--- src/hw/rtl/pctd_pkg.sv ---
`timescale 1ns / 1ps
// ----------------------------------------------------------------------------
// pctd_pkg: shared types and constants of the percent decoder
// Item structs, escape phase encoding, hex digit helper and queue sizing.
// ----------------------------------------------------------------------------
package pctd_pkg;

  localparam logic [7:0] PCT_CHAR = 8'h25;

  // Most result items one input item can cause
  localparam int unsigned MAX_RES   = 3;
  localparam int unsigned RES_CNT_W = 2;

  // Result queue sizing
  localparam int unsigned FIFO_DEPTH = 8;
  localparam int unsigned PTR_W      = 3;
  localparam int unsigned CNT_W      = 4;

  typedef struct packed {
    logic [7:0] in_byte;
    logic       in_last;
  } in_item_t;

  typedef struct packed {
    logic [7:0] out_byte;
    logic       out_last;
  } out_item_t;

  typedef enum logic [1:0] {
    PH_IDLE  = 2'd0,
    PH_PCT   = 2'd1,
    PH_DIGIT = 2'd2
  } phase_t;

  // Results of one decoded item, in order, slot 0 first
  typedef struct packed {
    logic [RES_CNT_W-1:0] count;
    out_item_t [MAX_RES-1:0] items;
  } dec_res_t;

  typedef struct packed {
    logic       ok;
    logic [3:0] val;
  } hex_t;

  function automatic hex_t hex_digit(input logic [7:0] c);
    hex_t h;
    h.ok  = 1'b0;
    h.val = 4'd0;
    if (c >= 8'h30 && c <= 8'h39) begin
      h.ok  = 1'b1;
      h.val = c[3:0];
    end else if ((c >= 8'h41 && c <= 8'h46) || (c >= 8'h61 && c <= 8'h66)) begin
      h.ok  = 1'b1;
      h.val = 4'(c[2:0] + 3'd1) + 4'd8;
    end
    return h;
  endfunction

endpackage

--- src/hw/rtl/pctd_decode.sv ---
`timescale 1ns / 1ps
// ----------------------------------------------------------------------------
// pctd_decode: escape decode for one item
// Works out the result items and the next escape state from the current
// state and one input byte; purely combinational.
// ----------------------------------------------------------------------------
module pctd_decode (
  input  pctd_pkg::in_item_t  item,
  input  logic [1:0]          phase,
  input  logic [7:0]          held,
  output pctd_pkg::dec_res_t  res,
  output pctd_pkg::phase_t    phase_nxt,
  output logic [7:0]          held_nxt
);

  pctd_pkg::hex_t h_in;
  pctd_pkg::hex_t h_held;
  logic           is_pct;

  assign h_in   = pctd_pkg::hex_digit(item.in_byte);
  assign h_held = pctd_pkg::hex_digit(held);
  assign is_pct = (item.in_byte == pctd_pkg::PCT_CHAR);

  // Decide results and next state
  always_comb begin
    res       = '0;
    phase_nxt = pctd_pkg::PH_IDLE;
    held_nxt  = held;
    case (phase)
      pctd_pkg::PH_PCT: begin
        if (item.in_last) begin
          // escape cut off: flush the '%' then the final byte
          res.items[0] = '{out_byte: pctd_pkg::PCT_CHAR, out_last: 1'b0};
          res.items[1] = '{out_byte: item.in_byte, out_last: 1'b1};
          res.count    = 2'd2;
        end else if (h_in.ok) begin
          held_nxt  = item.in_byte;
          phase_nxt = pctd_pkg::PH_DIGIT;
        end else begin
          // malformed: emit '%', then treat the byte afresh
          res.items[0] = '{out_byte: pctd_pkg::PCT_CHAR, out_last: 1'b0};
          if (is_pct) begin
            phase_nxt = pctd_pkg::PH_PCT;
            res.count = 2'd1;
          end else begin
            res.items[1] = '{out_byte: item.in_byte, out_last: 1'b0};
            res.count    = 2'd2;
          end
        end
      end
      pctd_pkg::PH_DIGIT: begin
        if (h_held.ok && h_in.ok && (|{h_held.val, h_in.val})) begin
          res.items[0] = '{out_byte: {h_held.val, h_in.val}, out_last: item.in_last};
          res.count    = 2'd1;
        end else begin
          // malformed or %00: emit '%' and the held digit literally
          res.items[0] = '{out_byte: pctd_pkg::PCT_CHAR, out_last: 1'b0};
          res.items[1] = '{out_byte: held, out_last: 1'b0};
          if (is_pct && !item.in_last) begin
            phase_nxt = pctd_pkg::PH_PCT;
            res.count = 2'd2;
          end else begin
            res.items[2] = '{out_byte: item.in_byte, out_last: item.in_last};
            res.count    = 2'd3;
          end
        end
      end
      default: begin
        // idle, and the unused phase code
        if (is_pct && !item.in_last) begin
          phase_nxt = pctd_pkg::PH_PCT;
        end else begin
          res.items[0] = '{out_byte: item.in_byte, out_last: item.in_last};
          res.count    = 2'd1;
        end
      end
    endcase
  end

endmodule

--- src/hw/rtl/pctd_fifo.sv ---
`timescale 1ns / 1ps
// ----------------------------------------------------------------------------
// pctd_fifo: result queue
// Takes up to three items per cycle in order, pops one per unstalled cycle.
// ----------------------------------------------------------------------------
module pctd_fifo (
  input  logic                clk,
  input  logic                rst_n,
  input  pctd_pkg::dec_res_t  push,
  output logic                room,
  output logic                out_valid,
  input  logic                out_stall,
  output pctd_pkg::out_item_t out_item
);

  pctd_pkg::out_item_t             mem_r [pctd_pkg::FIFO_DEPTH];
  logic [pctd_pkg::PTR_W-1:0]      wr_ptr_r, wr_ptr_nxt;
  logic [pctd_pkg::PTR_W-1:0]      rd_ptr_r, rd_ptr_nxt;
  logic [pctd_pkg::CNT_W-1:0]      count_r, count_nxt;
  logic                            pop;

  assign out_valid = (count_r != '0);
  assign out_item  = mem_r[rd_ptr_r];
  assign pop       = out_valid && !out_stall;
  // Room for a worst-case burst from one item
  assign room      = (count_r <= pctd_pkg::CNT_W'(pctd_pkg::FIFO_DEPTH - pctd_pkg::MAX_RES));

  // Advance pointers and fill level
  always_comb begin
    wr_ptr_nxt = wr_ptr_r + pctd_pkg::PTR_W'(push.count);
    rd_ptr_nxt = rd_ptr_r + pctd_pkg::PTR_W'(pop);
    count_nxt  = count_r + pctd_pkg::CNT_W'(push.count) - pctd_pkg::CNT_W'(pop);
  end

  always_ff @(posedge clk) begin
    if (!rst_n) begin
      wr_ptr_r <= '0;
      rd_ptr_r <= '0;
      count_r  <= '0;
    end else begin
      wr_ptr_r <= wr_ptr_nxt;
      rd_ptr_r <= rd_ptr_nxt;
      count_r  <= count_nxt;
    end
  end

  // Write the new items at consecutive slots
  always_ff @(posedge clk) begin
    for (int i = 0; i < pctd_pkg::MAX_RES; i++) begin
      if (pctd_pkg::RES_CNT_W'(i) < push.count) begin
        mem_r[wr_ptr_r + pctd_pkg::PTR_W'(i)] <= push.items[i];
      end
    end
  end

endmodule

--- src/hw/rtl/percent_decoder_top.sv ---
`timescale 1ns / 1ps
// ----------------------------------------------------------------------------
// percent_decoder_top: streaming URI percent-escape decoder
// Decodes '%XY' escapes in a byte stream; each string ends with a last mark.
// ----------------------------------------------------------------------------
// Usage:
//   Input channel in_valid/in_stall/in_item carries one raw byte per item with
//   its end-of-string mark. Output channel out_valid/out_stall/out_item gives
//   the decoded bytes; the last decoded byte of a string carries out_last.
//   Each input item is decoded in the cycle it is accepted and its zero to
//   three results land in an eight-entry result queue; the first result is
//   offered after those ahead of it. One input item is taken every cycle
//   while the queue has room for three more results, so the sustained rate
//   is one item per cycle, bounded by the single output port draining one
//   result per cycle unless stalled. in_stall rises when the queue holds more
//   than five results, which happens only when the receiver stalls out_stall.
//   Reset empties the queue and clears any pending escape; the '%' and first
//   digit of a pending escape are held in registers between items.
// ----------------------------------------------------------------------------
module percent_decoder_top (
  input  logic                clk,
  input  logic                rst_n,
  input  logic                in_valid,
  output logic                in_stall,
  input  pctd_pkg::in_item_t  in_item,
  output logic                out_valid,
  input  logic                out_stall,
  output pctd_pkg::out_item_t out_item
);

  pctd_pkg::phase_t   phase_r, phase_nxt, dec_phase;
  logic [7:0]         held_r, held_nxt, dec_held;
  pctd_pkg::dec_res_t dec_res;
  pctd_pkg::dec_res_t push;
  logic               room;
  logic               accept;

  assign in_stall = !room;
  assign accept   = in_valid && room;

  pctd_decode u_decode (
    .item      (in_item),
    .phase     (phase_r),
    .held      (held_r),
    .res       (dec_res),
    .phase_nxt (dec_phase),
    .held_nxt  (dec_held)
  );

  // Hold escape state unless an item is taken
  always_comb begin
    phase_nxt = phase_r;
    held_nxt  = held_r;
    push      = '0;
    if (accept) begin
      phase_nxt = dec_phase;
      held_nxt  = dec_held;
      push      = dec_res;
    end
  end

  always_ff @(posedge clk) begin
    if (!rst_n) begin
      phase_r <= pctd_pkg::PH_IDLE;
      held_r  <= '0;
    end else begin
      phase_r <= phase_nxt;
      held_r  <= held_nxt;
    end
  end

  pctd_fifo u_fifo (
    .clk       (clk),
    .rst_n     (rst_n),
    .push      (push),
    .room      (room),
    .out_valid (out_valid),
    .out_stall (out_stall),
    .out_item  (out_item)
  );

endmodule

--- config.mk ---
export PLATFORM = sky130hd
export DESIGN_NAME = percent_decoder_top
export DESIGN_NICKNAME = d
export VERILOG_FILES = /design/src/hw/rtl/pctd_pkg.sv /design/src/hw/rtl/pctd_decode.sv /design/src/hw/rtl/pctd_fifo.sv /design/src/hw/rtl/percent_decoder_top.sv
export SDC_FILE = /design/constraint.sdc
export NUM_CORES = 1
export LEC_CHECK = 0
export ABC_AREA = 1
export BUFFER_PORTS_ARGS = -buffer_cell sky130_fd_sc_hd__buf_2
export CORE_MARGIN = 2
export CORE_UTILIZATION = 45
export CTS_CLUSTER_SIZE = 10
export DETAILED_ROUTE_END_ITERATION = 12
export GPL_TIMING_DRIVEN = 0
export SLEW_MARGIN = 5
export SYNTH_ARGS = -nofsm -noshare
export SYNTH_HDL_FRONTEND = slang
export SYNTH_HIERARCHICAL = 1
export SYNTH_SLANG_ARGS = --single-unit
--- constraint.sdc ---
create_clock -name clk -period 6.6 [get_ports clk]
set_clock_uncertainty 0.05 [all_clocks]
set_input_delay 0.99 -clock clk [delete_from_list [all_inputs] [get_ports clk]]
set_output_delay 0.99 -clock clk [all_outputs]
set_load 0.02 [all_outputs]
* After elaboration in Yosys (flattened, before gate mapping)
Memories as Yosys holds them, arrays and structs flattened. A register that Yosys moved wholly into a read port is not among the register bits. Cells that the tools add are included.
Operators by class: $add $sub $neg 10, multiplexer cells 34, equal/unequal tests 3, reduce and logical (&&, ||, !) cells 19, $lt $le $gt $ge 16, bitwise gates (word level) 1
Operators with widths (number):
- $mux W18 | 3
- $mux W9 | 4
- $pmux W9 S2 | 2
- $ge A8 B7 Y1 const B | 4
- $le A8 B7 Y1 const B | 4
- $mux W29 | 1
- $mux W5 | 4
- $ge A8 B6 Y1 const B | 2
- $le A8 B6 Y1 const B | 2
- $mux W2 | 7
- $logic_and A1 B1 Y1 | 11
- $mux W1 | 10
- $add A3 B1 Y4 const B | 2
- $add A4 B4 Y4 const B | 2
- $eq A8 B6 Y1 const B | 1
- $pmux W2 S2 | 2
- $reduce_or A8 Y1 | 1
- $add A4 B2 Y4 | 1
- $le A4 B3 Y1 const B | 1
- $lt A1 B2 Y1 const A | 2
- $reduce_and A4 Y1 | 1
- $reduce_bool A4 Y1 | 1
- $sub A4 B1 Y4 | 1
- $add A3 B1 Y3 | 1
- 10 further kinds | 13
Storage, ports and cells: logic and storage cells 89, memories 1, flip-flop bits (word level) 20, input port bits 13, output and inout port bits 11, RAM bits 72
Memories:
- u_fifo.mem_r | words 8, width 9, rd ports 1, clocked after memory_dff 1, write ports 3, line pctd_fifo.sv:16 | pctd_pkg::out_item_t mem_r [pctd_pkg::FIFO_DEPTH];

* Depth between registers and ports, before layout
depth in word-level cells 13, depth in mapped cells 24, mapped depth without buffers 23

* Hierarchy
The synthesis kept the hierarchy.
Modules (own cells, without submodules):
- pctd_fifo | times used 1, cells an instance 770, sequential area each 2362.3 µm², area an instance 5705.5 µm²
- pctd_decode | times used 1, cells an instance 213, sequential area each 0.0 µm², area an instance 1064.8 µm²
- percent_decoder_top | times used 1, cells an instance 126, sequential area each 200.2 µm², area an instance 735.7 µm²

* Worst setup path after synthesis
Ideal clock, no wire load.
path kind input -> register, start input in_item[1] (netlist name), end memory u_fifo/mem_r[1][0] (netlist name) (enable), buffers on the path 2, cell stages on the path 21, data required time 6207 ps, arrival time 3422 ps, setup time 343 ps, slack 2785 ps, cell sequence inv_1 -> ha_1 -> o21ai_2 -> nand2_2 -> nand2_4 -> nor2_1 -> nor2_2 -> nand2_1 -> nor2_1 -> nand2_1 -> nand2_4 -> nand2_4 -> buf_6 -> a21oi_2 -> inv_1 -> nor2_1 -> inv_2 -> nor2_2 -> buf_4 -> nand3_4 -> nand3_1
RTL lines:
- start, declared | line percent_decoder_top.sv:25 | input pctd_pkg::in_item_t in_item,
- end, declared | line pctd_fifo.sv:16

==> out/metrics.cfg <==
[status]
outcome = finished, final reports clean

[critical_path]
critical-path-slowest-cell = nand3_1
rr_startpoint = held_r[0]
crit_path_max_fanout = 10
critPathBufInv = 6
cp-startpoint = in_item[1]
crit_arrival_ns = 4.32
path_cells = buf_2 > inv_1 > ha_1 > o21ai_2 > nand2_2 > nand2_4 > nand2_1 > nand3_1 > nand2_1 > nor2_1 > nand2_1 > nand2_4 > nand2_4 > buf_6 > a21oi_2 > inv_1 > nor2_1 > inv_2 > nor2_2 > buf_4 > nand3_4 > nand3_1
worst-setup-path-type = in -> reg
cpPeakStageDelay_ns = 0.44
worst_setup_path_end_kind = flip-flop
cp.depth = 22
start_kind = primary input
worstRegToRegCells = 21
cp.required_ns = 6.54
cp_top_family = simple AND/OR/NAND/NOR gates

[pwr]
p_leak_nw = 3.78
peakVddDrop_uv = 158
power_density_nw_per_um2 = 310

[floorplan]
core_area_um2 = 16500
core.rowCount = 47
start_util = 0.456
fp.dieH_um = 133
dieArea_um2 = 17700
io_pins = 24
die_width_um = 133

[cts]
htree_levels = 3
cts_made_buffers = 9
clock_latency_ns = 0.36
post_cts.repair.setup_buffers = 0
clockRootBuffer = clkbuf_16
clk_pin_slew_ns = 0.06
cts_tree = yes
cts.path.max_buffers = 2
ctsResizeCount = 0
cts_hold_buf = 0
clock-sinks = 92

[grt]
gr-total-overflow = 0
grt_pass1_vias = 6831
grt_usage = 0.286
antenna_found_initial = 0
grt_pass1_wl_um = 38400
grt_max_degree = 16

[yosys]
synth_compound_area_frac = 0.0607
syn_nets = 1142
ys_seq_area_frac = 0.341
yosys.area_share.adder = 0.0353
synth_seq_cells = 92
synth_simple_gate_area_share = 0.446
ys_warn_count = 6
synthMuxAreaShare = 0
synth_top_family_by_area = simple AND/OR/NAND/NOR gates
synth-xor-area-share = 0.00583
yosysUniqueCellTypes = 38
synth_area_um2 = 7510
syn_avg_cell_area_um2 = 6.77
netlist_instances = 1109

[timing]
period_share = 0.663
rsz0062_at_grt = no
fmax_mhz = 228
setup_slack_ns = 2.22
timing.setup.tns_ns = 0
post-route-min-period_ns = 4.38
slew_violations = 0
finalHoldViolations = 0
relSlewSlack = 0.560
setup_violations = 0
worst_slew_pin_slew_ns = 0.660

[place]
io_buffers = 23
finalWeightedCongestion = 0.987
dp_slack_ns = 1.90
placed_cells = 1352
dpl.hpwl_um = 18400

[route]
post_drt_wl_per_cell_um = 18.3
wl_um = 25000
ant_nets = 0
drt_first_pass_iters = 5
dr.first_iter.drc_count = 792
drc = 0
vias = 7515
via_per_inst = 5.49

[hold_path]
hold_start = phase_r[0]
hold_path.class = reg -> reg
hold_depth = 4

[layout]
drive_gt1_frac = 0.115
area_delta_synth_final_pct = 9.40
post_layout_nonfiller_instances = 1368
finalNetCount = 1176
antennaDiodeCount = 0

[flow_run]
cap_violations = 0

## worst paths after layout
path / endpoint / slack [ns]
hold reg to reg: phase_r[0] / 0.49
setup reg to reg: u_fifo/mem_r[5][7] / 2.58
setup / recovery: u_fifo/mem_r[5][7] / 2.22
hold / removal: phase_r[0] / 0.49
## metal layers
| metal | up-vias | routed length (µm) | global-route usage |
|---|---|---|---|
| met4 | 0 | 1030 | 0.132 |
| li1 | 3691 | - | - |
| met2 | 336 | 11200 | 0.443 |
| met3 | 69 | 2110 | 0.0498 |
| met1 | 3419 | 10700 | 0.392 |
| met5 | - | 0 | 0 |
## worst reg2reg max path, stage by stage (launching register included)
cell	delay (ns)
dfxtp_1	0.46
inv_1	0.13
ha_1	0.23
o21ai_0	0.17
nand2_1	0.13
nand2_1	0.10
nand2_1	0.07
nand2_1	0.08
nand2_1	0.06
nor2_1	0.08
nand2_1	0.08
nand2_4	0.14
nand2_4	0.08
buf_6	0.16
a21oi_2	0.12
inv_1	0.05
nor2_1	0.22
inv_2	0.12
nor2_2	0.24
buf_4	0.29
nand3_4	0.17
nand3_1	0.44
## kinds of logic after synthesis
family / after synthesis
xor+xnor: 5
simple gates: 713
flops: 92
buf+inv: 192
compound gates: 87
fa+ha+maj: 20
## area by class of cell
| cell class | count | area [µm²] |
|---|---|---|
| clock buffer | 9 | 225 |
| multi-input combinational | 825 | 4110 |
| sequential | 92 | 2560 |
| fill | 1724 | 8250 |
| inverter | 123 | 464 |
| tap | 220 | 275 |
| buffer | 69 | 370 |
| timing repair buffer | 23 | 115 |
| clock inverter | 7 | 90.1 |
## state kept, by name, indices dropped and copies added, names as in the netlist
register / cells
held_r: 8
phase_r: 2
u_fifo/count_r: 4
u_fifo/mem_r: 72
u_fifo/rd_ptr_r: 3
u_fifo/wr_ptr_r: 3
## synthesized netlist by cell type
library cell,count,share of area
o21ai_1,10,0.0067
nor3_1,6,0.0040
a21oi_2,1,0.0012
nor2_2,5,0.0042
nor2_4,10,0.015
xor2_1,4,0.0047
ha_1,18,0.030
inv_2,6,0.0030
nor2_1,129,0.065
nand3_1,107,0.071
edfxtp_1,72,0.29
dfxtp_1,20,0.053
inv_1,106,0.053
buf_2,26,0.017
clkinv_1,10,0.0050
clkbuf_1,19,0.0095
a21oi_1,12,0.0080
buf_4,6,0.0060
xnor2_1,1,0.0012
a31oi_2,1,0.0017
o21a_1,1,0.0010
fa_1,2,0.0053
nand3_2,10,0.013
o21ai_2,1,0.0012
nand4_1,79,0.066
o21bai_1,1,0.0010
nand3_4,8,0.019
nand2_2,4,0.0033
o21ai_0,60,0.040
buf_1,11,0.0055
nand2_1,345,0.17
buf_6,6,0.0090
nand2_4,3,0.0045
nor4_1,1,0.00083
buf_8,1,0.0020
or2_2,1,0.00083
nor3_2,5,0.0067
inv_4,1,0.00083
## metrics by stage
| step | hold slack [ns] | utilization | instance area [µm²] | power [mW] |
|---|---|---|---|---|
| final | 0.486 | 0.499 | 8210 | 2.54 |
| after global routing | 0.523 | 0.499 | 8210 | 2.72 |
| after CTS | 0.485 | 0.499 | 8210 | 2.54 |
| after detailed placement | 0.470 | 0.480 | 7900 | 1.98 |
| after global placement | 0.474 | 0.480 | 7900 | 1.98 |
| after floorplan | 0.456 | - | 7510 | 1.62 |
## power breakdown
group / switching (mW) / leakage [nW] / internal (mW)
registers: 0.0451 / 0.836 / 0.730
clock network: 0.228 / 0.155 / 0.330
logic: 0.869 / 2.79 / 0.342
## cells in the final DEF (no fill, tap or decap), types with 2 or more instances in the layout
cell	instances
buf_2	49
nor2_1	129
buf_4	6
a21oi_1	12
nor2_2	5
xor2_1	4
edfxtp_1	72
fa_1	2
nand3_4	8
dfxtp_1	20
nand2_4	3
nor3_1	6
bufinv_16	2
buf_1	11
nand2_2	4
nand3_2	10
clkinv_1	12
clkbuf_16	9
nand4_1	79
nor3_2	5
inv_1	106
nor2_4	10
inv_2	6
nand2_1	345
buf_6	6
nand3_1	107
ha_1	18
o21ai_0	60
o21ai_1	10
clkbuf_1	19
Power figures use the tool's default switching activity.
